File: src/looping_linear_interp_resampler_unit_assert.svh
// Assertion macros for the looping resampler.
`ifndef LOOPING_LINEAR_INTERP_RESAMPLER_UNIT_ASSERT_SVH
`define LOOPING_LINEAR_INTERP_RESAMPLER_UNIT_ASSERT_SVH
`ifndef ASSERT_OFF
// Check a property on every rising edge outside reset.
`define LLIR_ASSERT(lbl, clk, rst, prop) \
   lbl: assert property (@(posedge clk) disable iff (rst) (prop)) \
      else $error("resampler check failed");
// Check a property on every rising edge, reset included.
`define LLIR_ASSERT_ALWAYS(lbl, clk, prop) \
   lbl: assert property (@(posedge clk) (prop)) \
      else $error("resampler check failed");
`else
`define LLIR_ASSERT(lbl, clk, rst, prop)
`define LLIR_ASSERT_ALWAYS(lbl, clk, prop)
`endif
`endif

File: src/llir_pkg.sv
// Shared types and constants of the looping resampler.
package llir_pkg;

   localparam int SAMPLE_BITS    = 16;
   localparam int FRAC_BITS      = 16;
   localparam int ADDR_BITS      = 16;
   localparam int PHASE_INT_BITS = 32;
   localparam int LEN_BITS       = 17;
   localparam int STEP_BITS      = 20;
   localparam int POS_BITS       = 16;
   localparam int CSR_DATA_BITS  = 20;
   localparam int CSR_INDEX_BITS = 2;
   localparam int QUEUE_DEPTH    = 4;
   localparam int QUEUE_PTR_BITS = $clog2(QUEUE_DEPTH);

   localparam logic [LEN_BITS-1:0]  LEN_RESET    = 17'd0;
   localparam logic [STEP_BITS-1:0] STEP_RESET   = 20'h10000;
   localparam logic                 DIRECT_RESET = 1'b1;
   localparam logic [LEN_BITS-1:0]  BLOCK_RESET  = 17'd1024;
   localparam logic [LEN_BITS-1:0]  BLOCK_MAX    = 17'h10000;
   localparam logic [LEN_BITS-1:0]  BLOCK_MIN    = 17'd1;

   typedef enum logic [1:0] {
      OP_LOAD = 2'd0,
      OP_SEEK = 2'd1,
      OP_NEXT = 2'd2
   } op_type;

   typedef enum logic [CSR_INDEX_BITS-1:0] {
      CSR_SOURCE_LENGTH = 2'd0,
      CSR_STEP_RATIO    = 2'd1,
      CSR_DIRECT_MODE   = 2'd2,
      CSR_BLOCK_LENGTH  = 2'd3
   } csr_index_type;

   typedef struct packed {
      logic [LEN_BITS-1:0]  loop_len;
      logic [STEP_BITS-1:0] step;
      logic                 direct;
      logic [LEN_BITS-1:0]  block_len;
   } cfg_type;

   typedef struct packed {
      op_type                        op;
      logic [LEN_BITS-1:0]           index;
      logic signed [SAMPLE_BITS-1:0] sample;
      logic [FRAC_BITS-1:0]          frac;
   } item_type;

endpackage

File: src/llir_queue.sv
// Short word queue between the front and back sections.
module llir_queue (
   input  logic                 clock,
   input  logic                 reset,
   input  logic                 push,
   input  llir_pkg::item_type   item_in,
   output logic                 full,
   input  logic                 pop,
   output llir_pkg::item_type   item_out,
   output logic                 empty
);

   localparam int PW = llir_pkg::QUEUE_PTR_BITS;

   llir_pkg::item_type slot_ff [llir_pkg::QUEUE_DEPTH];
   logic [PW-1:0] wr_ptr_ff, wr_ptr_in;
   logic [PW-1:0] rd_ptr_ff, rd_ptr_in;
   logic [PW:0]   count_ff, count_in;
   logic          do_push, do_pop;

   assign full     = count_ff == (PW + 1)'(llir_pkg::QUEUE_DEPTH);
   assign empty    = count_ff == '0;
   assign do_push  = push && !full;
   assign do_pop   = pop && !empty;
   assign item_out = slot_ff[rd_ptr_ff];

   always_comb begin
      wr_ptr_in = do_push ? wr_ptr_ff + PW'(1) : wr_ptr_ff;
      rd_ptr_in = do_pop ? rd_ptr_ff + PW'(1) : rd_ptr_ff;
      count_in  = count_ff;
      if (do_push && !do_pop) begin
         count_in = count_ff + (PW + 1)'(1);
      end else if (do_pop && !do_push) begin
         count_in = count_ff - (PW + 1)'(1);
      end
   end

   always_ff @(posedge clock) begin
      if (reset) begin
         wr_ptr_ff <= '0;
         rd_ptr_ff <= '0;
         count_ff  <= '0;
      end else begin
         wr_ptr_ff <= wr_ptr_in;
         rd_ptr_ff <= rd_ptr_in;
         count_ff  <= count_in;
      end
   end

   always_ff @(posedge clock) begin
      if (do_push) begin
         slot_ff[wr_ptr_ff] <= item_in;
      end
   end

endmodule

File: config.mk
export PLATFORM = sky130hd
export DESIGN_NAME = llir_queue
export DESIGN_NICKNAME = d
export VERILOG_FILES = /design/src/looping_linear_interp_resampler_unit_assert.svh /design/src/llir_pkg.sv /design/src/llir_queue.sv
export SDC_FILE = /design/constraint.sdc
export NUM_CORES = 1
export LEC_CHECK = 0
export ABC_AREA = 1
export BUFFER_PORTS_ARGS = -buffer_cell sky130_fd_sc_hd__buf_4
export CORE_MARGIN = 2
export CORE_UTILIZATION = 50
export DETAILED_ROUTE_END_ITERATION = 16
export PLACE_DENSITY = 0.67
export SYNTH_ARGS = -nofsm -noshare
export SYNTH_HDL_FRONTEND = slang
export SYNTH_SLANG_ARGS = --single-unit
File: constraint.sdc
create_clock -name clock -period 4.28 [get_ports clock]
set_clock_uncertainty 0.05 [all_clocks]
set_input_delay 0.428 -clock clock [delete_from_list [all_inputs] [get_ports clock]]
set_output_delay 0.428 -clock clock [all_outputs]
set_load 0.02 [all_outputs]
==> impl_metrics.toml <==
[run_status]
status = "finished clean"

[power]
intPower_uw = 4380
power.density_nw_per_um2 = 642
power_switching_uw = 1910
pwr-share-seq = 0.420
p_comb_frac = 0.262
p_sw_frac = 0.304
ir_worst_vdd_mv = 0.320
p_leak_uw = 0.00349
clkPwrFrac = 0.319

[place]
placed_cells = 864
pre_cts_ws_ns = 1.68
portBuffers = 107
dp_hpwl_um = 9500
routabilityCongestion = 0.727

[timing]
finalCritPeriodShare = 0.709
grt_setup_unrepaired = "false"
fin_ws_ns = 1.24
tightest_slew_ns = 1.11
fmaxAchievable_mhz = 329
tns_ns = 0
setup_viol = 0
drv_slew = 0
max_slew_margin = 0.256
hold_violations = 0
layout_min_cycle_time_ns = 3.04
whs_ns = 0.0736

[setup_path]
cp.required_ns = 3.80
reg2reg_slack_ns = 1.73
end_kind = "output port"
ff2ff_path_depth = 5
reg2reg_to = "slot_ff[0][19]$_DFFE_PP_"
arrival_ns = 2.56
path_max_fanout = 52
reg2reg_from = "count_ff[0]$_SDFFE_PP0P_"
cp-start-kind = "register"
crit_type = "register to output port"

[final_layout]
area_delta_synth_final_pct = 21.3
multi_input_area_sq_um = 1490
layout.cells.most_common = "edfxtp_1"
fillers = 1202
layout_common_cells = "edfxtp_1, buf_4, nor2_1"
drive_gt1_frac = 0.233
stdcell_count = 904
num_antenna_cells = 0
seq_area_sq_um = 6310
nets = 733

[detailed_routing]
dr.pass1.iters = 5
ant_nets = 0
route.detailed.drc = 0
drt_iter0_drc = 511
dr_total_vias = 4897
wire_per_inst_um = 18.1
routed_wl_um = 16400
viasPerCell = 5.42

[logic_synthesis]
synth_nets = 624
post_synth.cell_area_avg_sq_um = 14.4
ys_ff_latch = 213
async_reset_ff_frac = 0
syn_area_sq_um = 8080
syn_inst = 563
ys.warnings.count = 0
ys_seq_area_frac = 0.780
synth_edf_count = 204
yosysUniqueCellTypes = 20
synth-main-ff-cell = "edfxtp_1"

[global_route]
first_global_vias = 4965
grt_pass1_wl_um = 26000
grt-ovfl-total = 0
antenna_found_initial = 0
grt_usage = 0.187
grt_max_degree = 58

[clock_tree]
htree_levels = 1
cts_tree = "built"
cts_hold_buf = 0
cts.sinks = 213
worstSkewPairLatency_ns = 0.48
cts_resized = 0
numCtsBuffers = 22
clk_pin_slew_worst_paths_ns = 0.06
cts_root_buf = "clkbuf_16"
post_cts_buffers = 0
clk_path_buf_depth = 3

[die]
dieArea_sq_um = 17200
die_w_um = 131
num_rows = 46
start_util = 0.511
ioPinCount = 108
core_area_sq_um = 15800
die_h_um = 131

[min_path]
worstHoldStart = "reset"
holdPathStages = 2
hold_class = "input port to register"

[flow_run]
maxCapViolCount = 0
-- logic make-up after synthesis --
kind of cell | share of synthesized area
buf+inv | 0.0390
compound gates | 0.105
flops | 0.780
xor+xnor | 0.00108
simple gates | 0.0643
fa+ha+maj | 0.0102
-- layer usage --
metal	vias up	global-route usage	share of wire
met2	166	0.318	0.49
met3	20	0.0397	0.069
met1	2405	0.250	0.43
met5	-	0	0
met4	0	0.0447	0.012
li1	2306	-	-
-- worst max path at each step --
stage / cells past startpoint / endpoint / from / slack [ns]
floorplan: 4 / slot_ff[0][0]$_DFFE_PP_ / count_ff[0]$_SDFFE_PP0P_ / 0.97
global placement: 5 / slot_ff[0][8]$_DFFE_PP_ / count_ff[0]$_SDFFE_PP0P_ / 1.77
detailed placement: 5 / slot_ff[0][17]$_DFFE_PP_ / count_ff[0]$_SDFFE_PP0P_ / 1.68
CTS: 5 / item_out[49] / register / 1.20
global route: 5 / item_out[49] / register / 1.02
finish: 5 / item_out[49] / register / 1.24
-- cell usage after synthesis, types with 2 or more instances --
master | count | area, sq um
o22ai_1 | 51 | 319
o21ai_0 | 43 | 215
o21ai_1 | 60 | 300
clkbuf_2 | 2 | 10.0
buf_6 | 13 | 146
nand3_1 | 4 | 20.0
nand2_1 | 15 | 56.3
dfxtp_1 | 9 | 180
clkbuf_1 | 5 | 18.8
inv_2 | 2 | 7.51
buf_4 | 5 | 37.5
nor2_1 | 116 | 435
inv_1 | 16 | 60.1
buf_2 | 7 | 35.0
a21oi_1 | 3 | 15.0
ha_1 | 5 | 62.6
edfxtp_1 | 204 | 6130
-- critical path: stages, from the launching register on --
cell and delay, ns:
dfxtp_2 0.31, buf_4 0.31, inv_2 0.73, o21ai_0 0.26, o22ai_1 0.25, buf_4 0.19
-- flip-flops by register name (all words and copies together), names as in the netlist, named ones only --
register	cells
slot_ff	204
count_ff	3
rd_ptr_ff	2
wr_ptr_ff	2
-- power groups by stage --
stage          Sequential (uW)  Combinational [uW]  Clock [uW]
6_report                  2640                1650        2010
5_1_grt                   2670                1780        2120
2_1_floorplan             2640                1090           0
4_1_cts                   2640                1670        2050
3_5_place_dp              2690                1660           0
3_3_place_gp              2680                1630           0
-- layout make-up --
cell class	instances	area share
clock buffers	29	0.0631
repair buffers	117	0.0896
inverters	18	0.00702
well taps	216	0.0276
clock inverters	11	0.0166
multi-input cells	300	0.152
flip-flops and latches	213	0.644
-- through the flow --
stage / util / instance area, sq um / total power [uW]
floorplan: - / 8080 / 3730
global placement: 0.570 / 9020 / 4310
detailed placement: 0.570 / 9020 / 4350
CTS: 0.619 / 9800 / 6360
global route: 0.619 / 9800 / 6570
finish: 0.619 / 9800 / 6300
(Power assumes the default switching activity.)
