## src/looping_linear_interp_resampler_unit_assert.svh

```systemverilog
// Assertion macros for the looping resampler.
`ifndef LOOPING_LINEAR_INTERP_RESAMPLER_UNIT_ASSERT_SVH
`define LOOPING_LINEAR_INTERP_RESAMPLER_UNIT_ASSERT_SVH
`ifndef ASSERT_OFF
// Check a property on every rising edge outside reset.
`define LLIR_ASSERT(lbl, clk, rst, prop) \
   lbl: assert property (@(posedge clk) disable iff (rst) (prop)) \
      else $error("resampler check failed");
// Check a property on every rising edge, reset included.
`define LLIR_ASSERT_ALWAYS(lbl, clk, prop) \
   lbl: assert property (@(posedge clk) (prop)) \
      else $error("resampler check failed");
`else
`define LLIR_ASSERT(lbl, clk, rst, prop)
`define LLIR_ASSERT_ALWAYS(lbl, clk, prop)
`endif
`endif

```

## src/llir_pkg.sv

```systemverilog
// Shared types and constants of the looping resampler.
package llir_pkg;

   localparam int SAMPLE_BITS    = 16;
   localparam int FRAC_BITS      = 16;
   localparam int ADDR_BITS      = 16;
   localparam int PHASE_INT_BITS = 32;
   localparam int LEN_BITS       = 17;
   localparam int STEP_BITS      = 20;
   localparam int POS_BITS       = 16;
   localparam int CSR_DATA_BITS  = 20;
   localparam int CSR_INDEX_BITS = 2;
   localparam int QUEUE_DEPTH    = 4;
   localparam int QUEUE_PTR_BITS = $clog2(QUEUE_DEPTH);

   localparam logic [LEN_BITS-1:0]  LEN_RESET    = 17'd0;
   localparam logic [STEP_BITS-1:0] STEP_RESET   = 20'h10000;
   localparam logic                 DIRECT_RESET = 1'b1;
   localparam logic [LEN_BITS-1:0]  BLOCK_RESET  = 17'd1024;
   localparam logic [LEN_BITS-1:0]  BLOCK_MAX    = 17'h10000;
   localparam logic [LEN_BITS-1:0]  BLOCK_MIN    = 17'd1;

   typedef enum logic [1:0] {
      OP_LOAD = 2'd0,
      OP_SEEK = 2'd1,
      OP_NEXT = 2'd2
   } op_type;

   typedef enum logic [CSR_INDEX_BITS-1:0] {
      CSR_SOURCE_LENGTH = 2'd0,
      CSR_STEP_RATIO    = 2'd1,
      CSR_DIRECT_MODE   = 2'd2,
      CSR_BLOCK_LENGTH  = 2'd3
   } csr_index_type;

   typedef struct packed {
      logic [LEN_BITS-1:0]  loop_len;
      logic [STEP_BITS-1:0] step;
      logic                 direct;
      logic [LEN_BITS-1:0]  block_len;
   } cfg_type;

   typedef struct packed {
      op_type                        op;
      logic [LEN_BITS-1:0]           index;
      logic signed [SAMPLE_BITS-1:0] sample;
      logic [FRAC_BITS-1:0]          frac;
   } item_type;

endpackage

```

## src/llir_div.sv

```systemverilog
// Iterative remainder unit, one dividend bit per cycle.
module llir_div #(
   parameter int DW = 32
) (
   input  logic                          clock,
   input  logic                          reset,
   input  logic                          start,
   input  logic [DW-1:0]                 dividend,
   input  logic [llir_pkg::LEN_BITS-1:0] divisor,
   output logic                          done,
   output logic [llir_pkg::LEN_BITS-1:0] remainder
);

   localparam int LW    = llir_pkg::LEN_BITS;
   localparam int CNT_W = $clog2(DW + 1);

   logic             busy_ff, busy_in;
   logic             done_ff, done_in;
   logic [CNT_W-1:0] cnt_ff, cnt_in;
   logic [DW-1:0]    num_ff, num_in;
   logic [LW-1:0]    rem_ff, rem_in;
   logic [LW-1:0]    den_ff, den_in;
   logic [LW:0]      trial;
   logic             fits;

   assign trial = {rem_ff, num_ff[DW-1]};
   assign fits  = trial >= {1'b0, den_ff};

   always_comb begin
      busy_in = busy_ff;
      done_in = 1'b0;
      cnt_in  = cnt_ff;
      num_in  = num_ff;
      rem_in  = rem_ff;
      den_in  = den_ff;
      if (start) begin
         busy_in = 1'b1;
         cnt_in  = CNT_W'(DW);
         num_in  = dividend;
         rem_in  = '0;
         den_in  = divisor;
      end else if (busy_ff) begin
         // restoring step: subtract when the partial remainder reaches the divisor
         rem_in = fits ? LW'(trial - {1'b0, den_ff}) : trial[LW-1:0];
         num_in = num_ff << 1;
         cnt_in = cnt_ff - CNT_W'(1);
         if (cnt_ff == CNT_W'(1)) begin
            busy_in = 1'b0;
            done_in = 1'b1;
         end
      end
   end

   always_ff @(posedge clock) begin
      if (reset) begin
         busy_ff <= 1'b0;
         done_ff <= 1'b0;
      end else begin
         busy_ff <= busy_in;
         done_ff <= done_in;
      end
   end

   always_ff @(posedge clock) begin
      cnt_ff <= cnt_in;
      num_ff <= num_in;
      rem_ff <= rem_in;
      den_ff <= den_in;
   end

   assign done      = done_ff;
   assign remainder = rem_ff;

endmodule

```

## src/llir_front.sv

```systemverilog
// Front section: accepts words, reduces seek phases and load addresses.
module llir_front #(
   parameter int SAMPLE_DEPTH = 65536
) (
   input  logic                                       clock,
   input  logic                                       reset,
   input  llir_pkg::cfg_type                          cfg,
   input  logic                                       push,
   output logic                                       full,
   input  logic [1:0]                                 req_opcode,
   input  logic [llir_pkg::ADDR_BITS-1:0]             req_address,
   input  logic signed [llir_pkg::SAMPLE_BITS-1:0]    req_sample_value,
   input  logic [llir_pkg::PHASE_INT_BITS-1:0]        req_start_phase_int,
   input  logic [llir_pkg::FRAC_BITS-1:0]             req_start_phase_frac,
   output logic                                       q_push,
   output llir_pkg::item_type                         q_item,
   input  logic                                       q_full
);

   localparam int LW = llir_pkg::LEN_BITS;
   localparam int PB = llir_pkg::PHASE_INT_BITS;
   localparam logic [24:0] DEPTH_C = 25'(SAMPLE_DEPTH);

   typedef enum logic [1:0] {
      F_IDLE = 2'b01,
      F_DIV  = 2'b10
   } fstate_type;

   fstate_type         state_ff, state_in;
   llir_pkg::item_type item_ff, item_in;
   llir_pkg::item_type new_item;
   logic               accept, need_div, keep;
   logic               div_start, div_done;
   logic [PB-1:0]      div_dividend;
   logic [LW-1:0]      div_divisor, div_rem;

   assign full   = (state_ff != F_IDLE) || q_full;
   assign accept = push && !full;

   always_comb begin
      new_item        = '0;
      new_item.sample = req_sample_value;
      new_item.frac   = cfg.direct ? '0 : req_start_phase_frac;
      need_div        = 1'b0;
      keep            = 1'b1;
      div_dividend    = req_start_phase_int;
      div_divisor     = cfg.loop_len;
      case (llir_pkg::op_type'(req_opcode))
         llir_pkg::OP_LOAD: begin
            new_item.op    = llir_pkg::OP_LOAD;
            new_item.index = LW'(req_address);
            div_dividend   = PB'(req_address);
            div_divisor    = LW'(SAMPLE_DEPTH);
            need_div       = 25'(req_address) >= DEPTH_C;
         end
         llir_pkg::OP_SEEK: begin
            new_item.op = llir_pkg::OP_SEEK;
            if (cfg.loop_len == '0) begin
               new_item.index = '0;
            end else if (req_start_phase_int < PB'(cfg.loop_len)) begin
               new_item.index = LW'(req_start_phase_int);
            end else begin
               need_div = 1'b1;
            end
         end
         llir_pkg::OP_NEXT: begin
            new_item.op = llir_pkg::OP_NEXT;
         end
         default: begin
            // unused opcode: drop the word
            keep = 1'b0;
         end
      endcase
   end

   always_comb begin
      state_in  = state_ff;
      item_in   = item_ff;
      div_start = 1'b0;
      q_push    = 1'b0;
      q_item    = new_item;
      case (state_ff)
         F_IDLE: begin
            if (accept && keep) begin
               if (need_div) begin
                  item_in   = new_item;
                  div_start = 1'b1;
                  state_in  = F_DIV;
               end else begin
                  q_push = 1'b1;
               end
            end
         end
         F_DIV: begin
            // queue only drains meanwhile, so the slot reserved at accept stays free
            q_item       = item_ff;
            q_item.index = div_rem;
            if (div_done) begin
               q_push   = 1'b1;
               state_in = F_IDLE;
            end
         end
         default: begin
            state_in = F_IDLE;
         end
      endcase
   end

   always_ff @(posedge clock) begin
      if (reset) begin
         state_ff <= F_IDLE;
      end else begin
         state_ff <= state_in;
      end
   end

   always_ff @(posedge clock) begin
      item_ff <= item_in;
   end

   llir_div #(
      .DW(PB)
   ) u_div (
      .clock     (clock),
      .reset     (reset),
      .start     (div_start),
      .dividend  (div_dividend),
      .divisor   (div_divisor),
      .done      (div_done),
      .remainder (div_rem)
   );

endmodule

```

## config.mk

```make
export PLATFORM = sky130hd
export DESIGN_NAME = llir_front
export DESIGN_NICKNAME = d
export VERILOG_FILES = /design/src/looping_linear_interp_resampler_unit_assert.svh /design/src/llir_pkg.sv /design/src/llir_div.sv /design/src/llir_front.sv
export SDC_FILE = /design/constraint.sdc
export NUM_CORES = 1
export LEC_CHECK = 0
export ABC_AREA = 1
export BUFFER_PORTS_ARGS = -buffer_cell sky130_fd_sc_hd__buf_2
export CORE_MARGIN = 3
export CORE_UTILIZATION = 40
export DETAILED_ROUTE_END_ITERATION = 10
export PLACE_DENSITY = 0.71
export SYNTH_ARGS = -nofsm -noshare
export SYNTH_HDL_FRONTEND = slang
export SYNTH_HIERARCHICAL = 1
export SYNTH_SLANG_ARGS = --single-unit
```

## constraint.sdc

```tcl
create_clock -name clock -period 13.8 [get_ports clock]
set_input_delay 1.38 -clock clock [delete_from_list [all_inputs] [get_ports clock]]
set_output_delay 1.38 -clock clock [all_outputs]
set_load 0.01 [all_outputs]
```

==> run metrics <==
Largest stage delay, worst path 0.35 ns; setup_tns 0 ns; largest net degree at the start of global routing 88; crit-path cells buf_2 -> inv_1 -> ha_1 -> a21oi_1 -> nor2_1 -> nor3_1 -> nand2_1 -> nand2_1 -> nand2_1 -> nand2_1 -> nand2_2 -> nor2_4 -> nand2_1 -> a21oi_1 -> buf_2; synthesized area 7390 um2; max cap viols 0; antenna viol nets, final 0; port bufs 156; WS Path Type in2out; most common cell after layout, fill and taps aside nand2_1; clock buffer depth 2; Synth-to-Final Area Change 17.2%; Core Area 18,000 um2; outcome finished, final reports clean; number of post-CTS setup repair buffers 0; vias per cell 4.88; Sinks on Clock Net 110; Synth cell types 46; Post-synth EDFFs 83; antenna diode instance count 0; final WL 20,000 um; worst vdd rail ir drop 0.0703 mV; Max Freq 200 MHz; first-pass GRT wire length 32,400 um; Ys Warns 6; Syn Area/Cell 7.19 um2; vias post-DR 6,834; startpoint types input pin; Slowest-stage cell, CP nor2_4; Final Critical Period 4.99 ns; layout cells sized above 1 0.201; actual transition at the worst max-transition pin 1.03 ns; HPWL after DPL 15,000 um; most frequent cells in the layout nand2_1, buf_2, inv_1; largest family of logic cells by synthesized area simple AND/OR/NAND/NOR gates; post-route cell area 8660 um2; DRT Pass-1 Iters 5; Initial Util 0.410; synthesized flop and latch total 110; I/O pin cnt 194; power density cells 111 nW/um2; GRT Total Usage 0.201; crit-path max FO 12; Synth Area in Adders 0.0654; Post-synth ARST share 0; Post-Synth XOR/XNOR Area 0.00830; Cells after Synth 1,027; CTS tree yes; max_slew headroom 0.314; final setup fails 0; Initial DRC Count 456; mux share of post-synthesis cell area 0; Worst Path Arrival 3.61 ns; Site Rows 49; routability cong. 0.882; clock skew 0.0114 ns; CTS clk-pin slew, worst paths 0.08 ns; final net count 1,346; CTS hold repair buffers 0; WP data required 12.42 ns; die height 142 um; H-tree depth 3; Die ar. 20,100 um2; Final Hold Fails 0; CTS Buf Count 9; P_leak 4.55 nW; Compound-Gate Fraction of Synth Area 0.0523; Final Max Slew Viols 0; crit share post-route 0.361; sequential share of the synthesized area 0.411; Simple-Gate Fraction of Synth Area 0.361; syn_nets 1,206; worst min-delay path class reg2reg; Post-synth top flop edfxtp_1; number of global-route vias before repair 6,550; Top cell by count, worst path nand2_1; CP endpoint kind output port; Area after DPL 8330 um2; RSZ-0062 raised after global routing false; drc violations 0; Die Width 142 um; root buffer cell clkbuf_16; GRT overflow 0; drt wl/cell 14.3 um; CTS resizes 0; worst skew pair latency 0.36 ns; antenna violations before repair 1
[critical path, delay by kind of cell]
kind                     cells  cell delay, ns
buffers and inverters        3            0.31
AND/OR/NAND/NOR              9            1.27
adder cells (fa/ha/maj)      1            0.30
AO/OA/AOI/OAI                2            0.33
[path summary, 6_finish.rpt]
| check | from | endpoint | slack, ns | cells after the start |
|---|---|---|---|---|
| worst max-delay path | cfg[43] | q_item[44] | 8.81 | 15 |
| worst min-delay path | u_div/remainder[16] | u_div/remainder[16] | 0.49 | 2 |
| worst max register to register | state_ff[1] | u_div/remainder[15] | 11.20 | 11 |
| worst min register to register | u_div/remainder[16] | u_div/remainder[16] | 0.49 | 2 |
[synth_stat cells, drive strengths merged (6+ instances only)]
library cell	n	area [um2]
o21ai	25	155
nand3b	6	45.0
nor2	86	374
ha	37	463
xnor2	6	52.6
nand4	12	75.1
buf	13	101
a21oi	39	203
nor3	12	76.3
nand2	441	1720
clkbuf	20	85.1
inv	150	563
dfxtp	27	541
edfxtp	83	2490
nand3	53	320
[flip-flops by register name (all words and copies together), names as in the netlist]
name	count
u_div/num_ff	32
item_ff	34
u_div/cnt_ff	6
u_div/done	1
state_ff	2
u_div/busy_ff	1
u_div/remainder	17
u_div/den_ff	17
[power breakdown]
part	total (mW)	internal, mW	switching [mW]
Sequential	0.403	0.382	0.0205
Combinational	0.271	0.102	0.169
Clock	0.283	0.147	0.136
[routing by layer]
metal,track usage,routed length [um]
met5,0,7
met4,0.0768,635
met3,0.0485,1520
met2,0.313,8850
met1,0.270,9020
[stage by stage]
stage,hold slack (ns),utilization,worst slack [ns],total power [mW],instances
finish,0.491,0.480,8.81,0.957,1401
global route,0.509,0.480,8.64,1.02,1401
CTS,0.490,0.480,8.84,0.961,1401
global placement,0.461,0.462,8.85,0.672,1385
floorplan,0.446,-,7.81,0.607,1027
detailed placement,0.478,0.462,8.85,0.678,1385
[kinds of logic (layout without fill, tap and decap cells)]
group,count (synthesis),in the layout
AO/OA/AOI/OAI,68,68
XOR/XNOR,7,7
adder cells (fa/ha/maj),38,38
buffers and inverters,185,330
flip-flops,110,110
AND/OR/NAND/NOR,619,619
[area by class of cell]
class / instances / area (um2)
clock buffer: 9 / 225
clock inverter: 7 / 101
fill: 1800 / 9370
inverter: 152 / 571
multi-input combinational: 732 / 3610
sequential: 110 / 3030
tap: 229 / 287
timing repair buffer: 162 / 826
Power figures use the tool's default switching activity.
